File: config.mk
export PLATFORM = sky130hd
export DESIGN_NAME = url_percent_decoder
export DESIGN_NICKNAME = d
export VERILOG_FILES = /design/src/rtl/upd_pkg.sv /design/src/rtl/upd_front.sv /design/src/rtl/upd_queue.sv /design/src/rtl/upd_back.sv /design/src/rtl/url_percent_decoder.sv
export SDC_FILE = /design/constraint.sdc
export NUM_CORES = 1
export LEC_CHECK = 0
export BUFFER_PORTS_ARGS = -buffer_cell sky130_fd_sc_hd__buf_4
export CAP_MARGIN = 15
export CORE_ASPECT_RATIO = 1.2
export CORE_MARGIN = 2
export CORE_UTILIZATION = 25
export CTS_CLUSTER_DIAMETER = 40
export DETAILED_ROUTE_END_ITERATION = 12
export MAX_ROUTING_LAYER = met4
export PLACE_DENSITY = 0.45
export SLEW_MARGIN = 20
export SYNTH_ARGS = -nofsm -noshare
export SYNTH_HDL_FRONTEND = slang
export SYNTH_SLANG_ARGS = --single-unit
File: constraint.sdc
create_clock -name clk -period 5 [get_ports clk]
set_input_delay 0.25 -clock clk [delete_from_list [all_inputs] [get_ports clk]]
set_output_delay 0.25 -clock clk [all_outputs]
set_load 0.05 [all_outputs]
File: src/rtl/upd_pkg.sv
// Shared types, constants and a helper function of the URL percent decoder.
package upd_pkg;

  // Escape character that opens a percent escape
  localparam logic [7:0] PCT_CHAR = 8'h25;

  // Escape phase codes
  localparam logic [1:0] PH_TEXT = 2'd0;  // normal text
  localparam logic [1:0] PH_PCT  = 2'd1;  // '%' seen
  localparam logic [1:0] PH_HELD = 2'd2;  // '%' and one character seen

  // Work entry passed from the front end to the back end
  typedef struct packed {
    logic [2:0][7:0] data;      // result bytes, element 0 goes out first
    logic [1:0]      last_idx;  // index of the final result of this entry
    logic            has_byte;  // 0 for the end-of-string marker
    logic            str_last;  // entry closes the string
  } entry_t;

  // Hex digit check: {valid, nibble}
  function automatic logic [4:0] hex_digit(input logic [7:0] c);
    logic [4:0] r;
    r = 5'd0;
    if (c >= 8'h30 && c <= 8'h39) begin
      r = {1'b1, c[3:0]};
    end else if ((c >= 8'h61 && c <= 8'h66) || (c >= 8'h41 && c <= 8'h46)) begin
      r = {1'b1, c[3:0] + 4'd9};
    end
    return r;
  endfunction

endpackage

File: src/rtl/upd_front.sv
// Front end: accepts input bytes, tracks the escape phase and builds work entries.
module upd_front
  import upd_pkg::*;
(
  input  logic       clk,
  input  logic       rst,
  input  logic       in_valid,
  input  logic [7:0] in_byte,
  input  logic       in_last,
  input  logic       ready,
  output logic       push,
  output entry_t     entry
);

  logic [1:0] phase;
  logic [1:0] phase_next;
  logic [7:0] held;
  logic [7:0] held_next;
  logic [1:0] num;
  logic [4:0] hi_hex;
  logic [4:0] lo_hex;
  logic       accept;

  assign accept = in_valid & ready;
  assign hi_hex = hex_digit(held);
  assign lo_hex = hex_digit(in_byte);

  // Classify the byte against the current phase
  always_comb begin
    phase_next     = phase;
    held_next      = held;
    num            = 2'd0;
    entry.data     = '0;
    entry.has_byte = 1'b1;
    entry.str_last = in_last;
    unique case (phase)
      PH_PCT: begin
        held_next  = in_byte;
        phase_next = PH_HELD;
      end
      PH_HELD: begin
        held_next = 8'd0;
        if (hi_hex[4] && lo_hex[4]) begin
          entry.data[0] = {hi_hex[3:0], lo_hex[3:0]};
          num           = 2'd1;
          phase_next    = PH_TEXT;
        end else begin
          // invalid escape: literal '%', then replay the held char and this one, unless either opens a new escape
          entry.data[0] = PCT_CHAR;
          num           = 2'd1;
          if (held == PCT_CHAR) begin
            held_next  = in_byte;
            phase_next = PH_HELD;
          end else begin
            entry.data[1] = held;
            num           = 2'd2;
            if (in_byte == PCT_CHAR) begin
              phase_next = PH_PCT;
            end else begin
              entry.data[2] = in_byte;
              num           = 2'd3;
              phase_next    = PH_TEXT;
            end
          end
        end
      end
      default: begin
        if (in_byte == PCT_CHAR) begin
          phase_next = PH_PCT;
        end else begin
          entry.data[0] = in_byte;
          num           = 2'd1;
          phase_next    = PH_TEXT;
        end
      end
    endcase
    // end of string drops any pending escape
    if (in_last) begin
      phase_next = PH_TEXT;
      held_next  = 8'd0;
      if (num == 2'd0) begin
        num            = 2'd1;
        entry.has_byte = 1'b0;
      end
    end
    entry.last_idx = num - 2'd1;
  end

  assign push = accept & (num != 2'd0);

  // Escape state
  always_ff @(posedge clk) begin
    if (rst) begin
      phase <= PH_TEXT;
      held  <= 8'd0;
    end else if (accept) begin
      phase <= phase_next;
      held  <= held_next;
    end
  end

endmodule

File: src/rtl/upd_queue.sv
// Work queue between the front end and the back end.
module upd_queue
  import upd_pkg::*;
#(
  parameter int QUEUE_DEPTH = 4
) (
  input  logic   clk,
  input  logic   rst,
  input  logic   push,
  input  entry_t wr_entry,
  output logic   not_full,
  input  logic   pop,
  output logic   head_valid,
  output entry_t head
);

  localparam int PTR_W = $clog2(QUEUE_DEPTH);
  localparam int CNT_W = $clog2(QUEUE_DEPTH + 1);

  entry_t             slots [QUEUE_DEPTH];
  logic [PTR_W-1:0]   wr_ptr;
  logic [PTR_W-1:0]   rd_ptr;
  logic [CNT_W-1:0]   count;

  assign not_full   = count != CNT_W'(QUEUE_DEPTH);
  assign head_valid = count != '0;
  assign head       = slots[rd_ptr];

  // Entry storage
  always_ff @(posedge clk) begin
    if (push) begin
      slots[wr_ptr] <= wr_entry;
    end
  end

  // Pointers and fill level
  always_ff @(posedge clk) begin
    if (rst) begin
      wr_ptr <= '0;
      rd_ptr <= '0;
      count  <= '0;
    end else begin
      if (push) begin
        wr_ptr <= (wr_ptr == PTR_W'(QUEUE_DEPTH - 1)) ? '0 : wr_ptr + 1'b1;
      end
      if (pop) begin
        rd_ptr <= (rd_ptr == PTR_W'(QUEUE_DEPTH - 1)) ? '0 : rd_ptr + 1'b1;
      end
      if (push && !pop) begin
        count <= count + 1'b1;
      end else if (pop && !push) begin
        count <= count - 1'b1;
      end
    end
  end

endmodule

File: src/rtl/upd_back.sv
// Back end: walks the results of each entry and holds them in the output register.
module upd_back
  import upd_pkg::*;
(
  input  logic       clk,
  input  logic       rst,
  input  logic       head_valid,
  input  entry_t     head,
  output logic       pop,
  output logic       out_valid,
  input  logic       out_ready,
  output logic [7:0] out_byte,
  output logic       has_byte,
  output logic       run_last,
  output logic       string_end
);

  logic [1:0] idx;
  logic       load;
  logic       at_end;

  assign load   = head_valid & (~out_valid | out_ready);
  assign at_end = idx == head.last_idx;
  assign pop    = load & at_end;

  // Result index within the head entry and output valid
  always_ff @(posedge clk) begin
    if (rst) begin
      idx       <= 2'd0;
      out_valid <= 1'b0;
    end else begin
      if (load) begin
        idx <= at_end ? 2'd0 : idx + 2'd1;
      end
      if (load) begin
        out_valid <= 1'b1;
      end else if (out_ready) begin
        out_valid <= 1'b0;
      end
    end
  end

  // Output payload
  always_ff @(posedge clk) begin
    if (load) begin
      out_byte   <= head.data[idx];
      has_byte   <= head.has_byte;
      run_last   <= at_end;
      string_end <= at_end & head.str_last;
    end
  end

endmodule

File: src/rtl/url_percent_decoder.sv
// Top level of the URL percent decoder.
// Decodes a percent-encoded string streamed one byte per transfer; s_tlast marks the
// string's last byte. "%hh" becomes one byte, a bad escape gives a literal '%' and the
// following characters, and a pending escape at the end of a string is dropped. The input
// side takes one byte per cycle while the work queue has room; the output side delivers
// one result per cycle while m_tready is high; a byte yields 0 to 3 results, and the
// QUEUE_DEPTH-entry queue absorbs the three-result bursts. A byte's results are written
// to a queue slot and loaded from there into the output register when it is free. A
// last byte that yields nothing gives one marker result with tuser low.
module url_percent_decoder
  import upd_pkg::*;
#(
  parameter int QUEUE_DEPTH = 4
) (
  input  logic        clk,
  input  logic        rst,
  input  logic        s_tvalid,
  output logic        s_tready,
  input  logic [7:0]  s_tdata,   // [7:0] in_byte
  input  logic        s_tlast,   // string_last
  output logic        m_tvalid,
  input  logic        m_tready,
  output logic [15:0] m_tdata,   // [7:0] out_byte, [8] run_last, [15:9] zero
  output logic        m_tuser,   // has_byte
  output logic        m_tlast    // string_end
);

  logic       push;
  logic       pop;
  logic       head_valid;
  entry_t     wr_entry;
  entry_t     head;
  logic [7:0] out_byte;
  logic       run_last;

  // Classification and escape state
  upd_front u_front (
    .clk      (clk),
    .rst      (rst),
    .in_valid (s_tvalid),
    .in_byte  (s_tdata),
    .in_last  (s_tlast),
    .ready    (s_tready),
    .push     (push),
    .entry    (wr_entry)
  );

  // Work queue
  upd_queue #(
    .QUEUE_DEPTH (QUEUE_DEPTH)
  ) u_queue (
    .clk        (clk),
    .rst        (rst),
    .push       (push),
    .wr_entry   (wr_entry),
    .not_full   (s_tready),
    .pop        (pop),
    .head_valid (head_valid),
    .head       (head)
  );

  // Result sequencing and output register
  upd_back u_back (
    .clk        (clk),
    .rst        (rst),
    .head_valid (head_valid),
    .head       (head),
    .pop        (pop),
    .out_valid  (m_tvalid),
    .out_ready  (m_tready),
    .out_byte   (out_byte),
    .has_byte   (m_tuser),
    .run_last   (run_last),
    .string_end (m_tlast)
  );

  assign m_tdata = {7'd0, run_last, out_byte};

endmodule

# --- Word level (Yosys, flattened, before mapping) ---
# Memories as Yosys holds them, arrays and structs flattened. A register that Yosys moved wholly into a read port is not among the register bits.
# Index checks and enable logic that the tools add are counted.
word_totals:
  ram_bits: 112
  output_inout_bits: 20
  regBits: 31
  word_cells: 109
  n_memories: 1
memory_table:
  columns: ["memory", "depth", "word_bits", "rd", "rd_ports_with_merged_regs", "write_ports", "line_no", "source"]
  rows:
  - ["u_queue.slots", 4, 28, 1, 1, 1, "upd_queue.sv:20", "entry_t slots [QUEUE_DEPTH];"]
classes:
  order_cmp: 13
  muxes: 41
  n_reduce_logical: 20
  eq_ne: 8
  bitwise_logic: 7
  n_addsub: 8
ops:
  columns: ["op", "n"]
  rows:
  - ["two-way mux 16 bit", 3]
  - ["two-way mux 8 bit", 6]
  - ["greater-or-equal comparator 8 x 7 -> 1 bit (second input constant)", 4]
  - ["less-or-equal comparator 8 x 7 -> 1 bit (second input constant)", 4]
  - ["one-hot mux 8 bit (2 select lines)", 2]
  - ["two-way mux 2 bit", 12]
  - ["two-way mux 5 bit", 4]
  - ["binary-select mux 8 bit (select 2 bit)", 1]
  - ["== test 8 x 6 -> 1 bit (second input constant)", 2]
  - ["greater-or-equal comparator 8 x 6 -> 1 bit (second input constant)", 2]
  - ["less-or-equal comparator 8 x 6 -> 1 bit (second input constant)", 2]
  - ["logical AND 1 bit", 9]
  - ["two-way mux 1 bit", 9]
  - ["adder 4 bit (second input constant)", 2]
  - ["one-hot mux 2 bit (2 select lines)", 2]
  - ["adder 2 x 1 -> 2 bit (second input constant)", 3]
  - ["== test 2 bit (second input constant)", 3]
  - ["two-way mux 3 bit", 2]
  - ["nonzero test 2 bit", 3]
  - ["nonzero test 3 bit", 2]
  - ["AND 1 bit", 5]
  - ["adder 3 x 1 -> 3 bit (second input constant)", 1]
  - ["< comparator 2 x 3 -> 1 bit (second input constant)", 1]
  - ["!= test 3 bit (second input constant)", 1]
  - ["other kinds (10)", 12]

# --- Logic depth before layout (Yosys ltp) ---
depth:
  ltp_word: 17
  mapped_depth: 16
  mapped_depth_nobuf: 15

# --- By module ---
# From an unflattened synthesis, not the netlist that was laid out.
hier_totals:
  hier_cells: 406
  area_unflattened_um2: 6394.9
modules_own_cells:
  columns: ["mod", "instances", "area_each_um2", "cells_each", "seq_area_each_um2"]
  rows:
  - ["upd_queue", 1, 4531.8, 191, 3543.4]
  - ["upd_front", 1, 1094.8, 144, 200.2]
  - ["upd_back", 1, 704.4, 62, 390.4]
  - ["url_percent_decoder", 1, 63.8, 9, 0.0]

# --- Least setup slack after synthesis ---
# OpenSTA, ideal clock, no wires.
synth_path:
  kind: "reg-to-reg"
  startpoint: "register u_front.held[0]"
  endpoint: "register u_queue.count[2]"
  arrival_ns: 3.269
  slack_ns: 1.660
  n_path_buf: 1
  path_stages_with_launch: 17
  cell_sequence: "dfxtp_1 > inv_1 > ha_1 > o21bai_1 > a21oi_2 > a41oi_1 > or2_1 > buf_2 > nand2_1 > ha_1 > nor2_1 > ha_1 > inv_1 > fa_1 > xor2_1 > or3_1 > a21oi_1"
synth_between:
  elab_chain_len: 16
synth_rtl:
  columns: ["item", "line_no", "source"]
  rows:
  - ["start: declaration", "upd_front.sv:17", "logic [7:0] held;"]
  - ["start signal: assignment", "upd_front.sv:98", "held <= held_next;"]
  - ["greater-or-equal comparator 8 x 7 -> 1 bit / less-or-equal comparator 8 x 7 -> 1 bit (equally long branches)", "upd_pkg.sv:26", "end else if ((c >= 8'h61 && c <= 8'h66) || (c >= 8'h41 && c <= 8'h46)) begin"]
  - ["logical AND 1 bit", "upd_pkg.sv:26", null]
  - ["logical OR 1 bit", "upd_pkg.sv:26", null]
  - ["two-way mux 5 bit", "upd_pkg.sv:26", null]
  - ["two-way mux 5 bit", "upd_pkg.sv:24", "if (c >= 8'h30 && c <= 8'h39) begin"]
  - ["logical AND 1 bit", "upd_front.sv:43", "if (hi_hex[4] && lo_hex[4]) begin"]
  - ["two-way mux 2 bit (*)", "upd_front.sv:43", null]
  - ["one-hot mux 2 bit (2 select lines) (*)", "upd_front.sv:36", "unique case (phase)"]
  - ["logical NOT 2 bit", "upd_front.sv:81", "if (num == 2'd0) begin"]
  - ["two-way mux 2 bit", "upd_front.sv:81", null]
  - ["two-way mux 2 bit (*)", "upd_front.sv:78", "if (in_last) begin"]
  - ["nonzero test 2 bit (*)", "upd_front.sv:89", "assign push = accept & (num != 2'd0);"]
  - ["AND 1 bit (*)", "upd_front.sv:89", null]
  - ["net push", "url_percent_decoder.sv:28", "logic push;"]
  - ["logical NOT 1 bit", "upd_queue.sv:51", "end else if (pop && !push) begin"]
  - ["logical AND 1 bit", "upd_queue.sv:51", null]
  - ["nonzero test 2 bit (no line)", null, null]
  - ["end signal: assignment", "upd_queue.sv:50", "count <= count + 1'b1;"]
  - ["end signal: assignment", "upd_queue.sv:52", "count <= count - 1'b1;"]
  - ["end: declaration", "upd_queue.sv:23", "logic [CNT_W-1:0] count;"]
# Mark *: on every way through the listed nets, which the timed path passes. The rest lies on a longest branch.
# A chain may end at the register's enable or synchronous reset.

# --- Worst setup path in the final report ---
# Same ends and word-level chain as after synthesis.

==> results.py <==
metrics = {
    "synth": {
        "synthSimpleGateAreaFrac_pct": 7.42,
        "synth_sequential_area_ratio_pct": 65.2,
        "synth-adder-area-share_pct": 3.47,
        "synthMuxAreaShare_pct": 11.9,
        "syn_avg_cell_area_sq_um": 15.4,
        "synth_xor_xnor_area_share_pct": 1.20,
        "synth_edf_count": 123,
        "ys_async_sr_fraction_pct": 0,
        "synthesis.area_sq_mm": 0.00634,
        "netlist_instances": 412,
        "synth.ff_latch_count": 145,
        "synth_cell_type_count": 56,
        "dominantRegCellSynth": "sky130_fd_sc_hd__edfxtp_1",
        "synth_compound_area_share_pct": 6.96,
        "synth_top_family_by_area": "multiplexers",
        "yosys_warnings": 0,
    },
    "cells_and_area": {
        "final.fill_count": 2457,
        "fraction_of_final_layout_cells_sized_beyond_drive_strength_1_pct": 20.3,
        "mostFrequentLayoutCells": "sky130_fd_sc_hd__edfxtp_1, sky130_fd_sc_hd__buf_4, sky130_fd_sc_hd__inv_1",
        "num_antenna_cells": 0,
        "layout.cells.most_common": "sky130_fd_sc_hd__edfxtp_1",
        "finalCoreUtilization_pct": 30.0,
        "num-nets-final": 472,
        "area_growth_pct": 17.3,
    },
    "floorplanning": {
        "dieArea_sq_mm": 0.0267,
        "floorplan.rows": 63,
        "initial_core_util_pct": 25.5,
        "dieHeight_um": 178,
        "chipWidth_um": 149,
        "design.core.area_sq_mm": 0.0248,
        "ioPinCount": 33,
    },
    "setup_path": {
        "max_fanout_on_critical_path": 9,
        "worstSetupStartpoint": "u_front.held[0]",
        "setup.worst_path.class": "flip-flop to flip-flop",
        "r2r_start": "u_front.held[0]",
        "cp_cell_sequence": "inv_1 -> ha_1 -> o21bai_1 -> a21oi_2 -> a41oi_1 -> or2_1 -> nand2_1 -> ha_1 -> nor2_1 -> ha_1 -> inv_1 -> fa_1 -> xor2_1 -> or3_1 -> a21oi_1",
        "startpoint_type": "flip-flop",
        "required_arrival_time_at_the_worst_endpoint_ps": 5350,
        "worst_path_most_repeated_cell": "sky130_fd_sc_hd__ha_1",
        "crit_arrival_ps": 4280,
        "cpPeakStageDelay_ps": 440,
        "setup.worst_path.end_class": "flip-flop",
        "cp_slowest_cell": "sky130_fd_sc_hd__a41oi_1",
    },
    "sta": {
        "min_period_ps": 3930,
        "final_report_max_slew_violation_count": 0,
        "timing_hold_violations_final": 0,
        "slew_limit_headroom_pct": 35.0,
        "skew_ps": 7.17,
        "fmaxAchievable_ghz": 0.254,
        "worst-slew-pin-transition_ps": 959,
        "ratio_of_final_minimum_period_to_clock_period_pct": 78.6,
        "rsz0062_at_grt": "false",
        "fin_tns_setup_ps": 0,
        "setup_violations": 0,
        "finalHoldWorstSlack_ps": 98.7,
    },
    "detailed_routing": {
        "detail-route-antenna-nets": 0,
        "met2RoutedLength_um": 6490,
        "route.vias.total": 3543,
        "drt_pre_antenna_iters": 4,
        "met1Wirelength_um": 6190,
        "highest_metal_used": "met4",
        "vias_per_cell": 4.55,
        "route.final.wire_length_um": 13500,
        "route.met3.wl_um": 515,
        "drc_errors": 0,
        "first_iter_violations": 263,
        "avgRoutedWirePerCell_um": 17.3,
    },
    "pwr": {
        "power_density_mw_per_mm2": 508,
        "leakagePower_nw": 2.55,
        "irDropWorstVdd_mv": 0.244,
    },
    "clock_network": {
        "ctsLongestPathBuffers": 2,
        "clock_tree.root_cell": "sky130_fd_sc_hd__clkbuf_16",
        "cts_tree": "done",
        "post_cts_setup_buffer_count": 0,
        "cts-htree-levels": 4,
        "clock_transition_at_path_regs_ps": 60,
        "cts_hold_repair.buffers": 0,
        "clock-sinks": 145,
        "total_clock_buffers_created_by_cts": 17,
        "cts-resized-gates": 0,
        "clk_latency_ps": 420,
    },
    "global_route": {
        "grt_first_pass_wirelength_um": 21200,
        "number_of_global_route_vias_before_repair": 3668,
        "grt_antenna_before_repair": 0,
        "grt-ovfl-total": 0,
        "grt_max_degree": 29,
        "groute.usage.overall_pct": 11.2,
    },
    "flow_run": {
        "cap_viol_max_count": 0,
    },
    "placed_design": {
        "port-buffer-count": 25,
        "place_congestion": 0.867,
        "hpwlAfterDp_um": 8840,
    },
    "hold_path": {
        "holdCritPathClass": "input port to flip-flop",
        "min_from": "m_tready",
    },
    "run_status": {
        "result_of_the_run": "finished, final reports clean",
    },
}
cell usage after synthesis (3+ instances only):
library cell               instances  area, sq um
sky130_fd_sc_hd__nand2_1          19         71.3
sky130_fd_sc_hd__nor3b_1          10         75.1
sky130_fd_sc_hd__nor2_1           19         71.3
sky130_fd_sc_hd__dfxtp_1          22          440
sky130_fd_sc_hd__a22oi_1           9         67.6
sky130_fd_sc_hd__a31oi_1           3         18.8
sky130_fd_sc_hd__nor2b_1           3         18.8
sky130_fd_sc_hd__o22ai_1          11         68.8
sky130_fd_sc_hd__mux2i_1          11          110
sky130_fd_sc_hd__buf_4             8         60.1
sky130_fd_sc_hd__clkbuf_1         10         37.5
sky130_fd_sc_hd__o21ai_0           8         40.0
sky130_fd_sc_hd__xnor2_1           3         26.3
sky130_fd_sc_hd__nor3_1            9         45.0
sky130_fd_sc_hd__or3_1             4         25.0
sky130_fd_sc_hd__and2_1            7         43.8
sky130_fd_sc_hd__and3_1            5         31.3
sky130_fd_sc_hd__ha_1             16          200
sky130_fd_sc_hd__mux4_1            4          105
sky130_fd_sc_hd__buf_2             5         25.0
sky130_fd_sc_hd__edfxtp_1        123         3690
sky130_fd_sc_hd__inv_1            25         93.8
sky130_fd_sc_hd__a21oi_1           9         45.0
sky130_fd_sc_hd__mux4_2           24          541
where the power goes:
group	internal [W]	switching (W)	total (W)
registers	0.00150	0.0000874	0.00159
logic	0.000376	0.000574	0.000949
clock network	0.000775	0.000463	0.00124
sequential cells by signal, summed over array words and instances (netlist names), named ones only:
register	cells
u_queue.count	3
u_back.string_end	1
u_queue.slots	112
u_queue.rd_ptr	2
u_back.out_byte	8
u_front.phase	2
u_back.has_byte	1
u_back.idx	2
u_queue.wr_ptr	2
u_back.run_last	1
u_front.held	8
u_back.out_valid	1
worst paths after layout:
path / end / slack (ps) / cells after the start
max: u_queue.count[2] / 1070 / 15
max reg2reg: u_queue.count[2] / 1070 / 15
min: u_back.out_valid / 100 / 4
min reg2reg: u_back.out_valid / 470 / 2
cell type report:
class	count	area [sq um]	share of cell area, %
flip-flops and latches	145	4140	55.6
multi-input cells	221	1990	26.7
clock buffers	19	433	5.82
well taps	325	407	5.46
repair buffers	32	240	3.23
clock inverters	12	143	1.92
inverters	25	93.8	1.26
per-stage QoR:
step | worst slack (ps) | instance area [sq um] | cells | power [W]
2_1_floorplan | 1660 | 6370 | 418 | 0.00232
3_3_place_gp | 1340 | 6870 | 748 | 0.00258
3_5_place_dp | 1120 | 6870 | 748 | 0.00259
4_1_cts | 1110 | 7440 | 779 | 0.00384
5_1_grt | 772 | 7440 | 779 | 0.00397
6_report | 1070 | 7440 | 779 | 0.00378
worst max-delay path, delay by kind of cell (launching register included):
| kind | cells | cell delay, ps |
|---|---|---|
| compound gates | 4 | 890 |
| xor+xnor | 1 | 180 |
| fa+ha+maj | 4 | 1080 |
| buf+inv | 2 | 180 |
| flops | 1 | 420 |
| simple gates | 4 | 1110 |
per-layer routing:
| metal | track usage [%] | up-vias |
|---|---|---|
| li1 | - | 1636 |
| met1 | 13.9 | 1819 |
| met2 | 17.2 | 69 |
| met3 | 2.74 | 19 |
| met4 | 5.12 | 0 |
| met5 | - | - |
logic make-up after synthesis:
kind of cell | Yosys count
multiplexers | 39
flip-flops | 145
XOR/XNOR | 7
other | 1
buffers and inverters | 52
AO/OA/AOI/OAI | 64
adder cells (fa/ha/maj) | 17
AND/OR/NAND/NOR | 87
No activity file was read; power rests on OpenSTA's default activity.
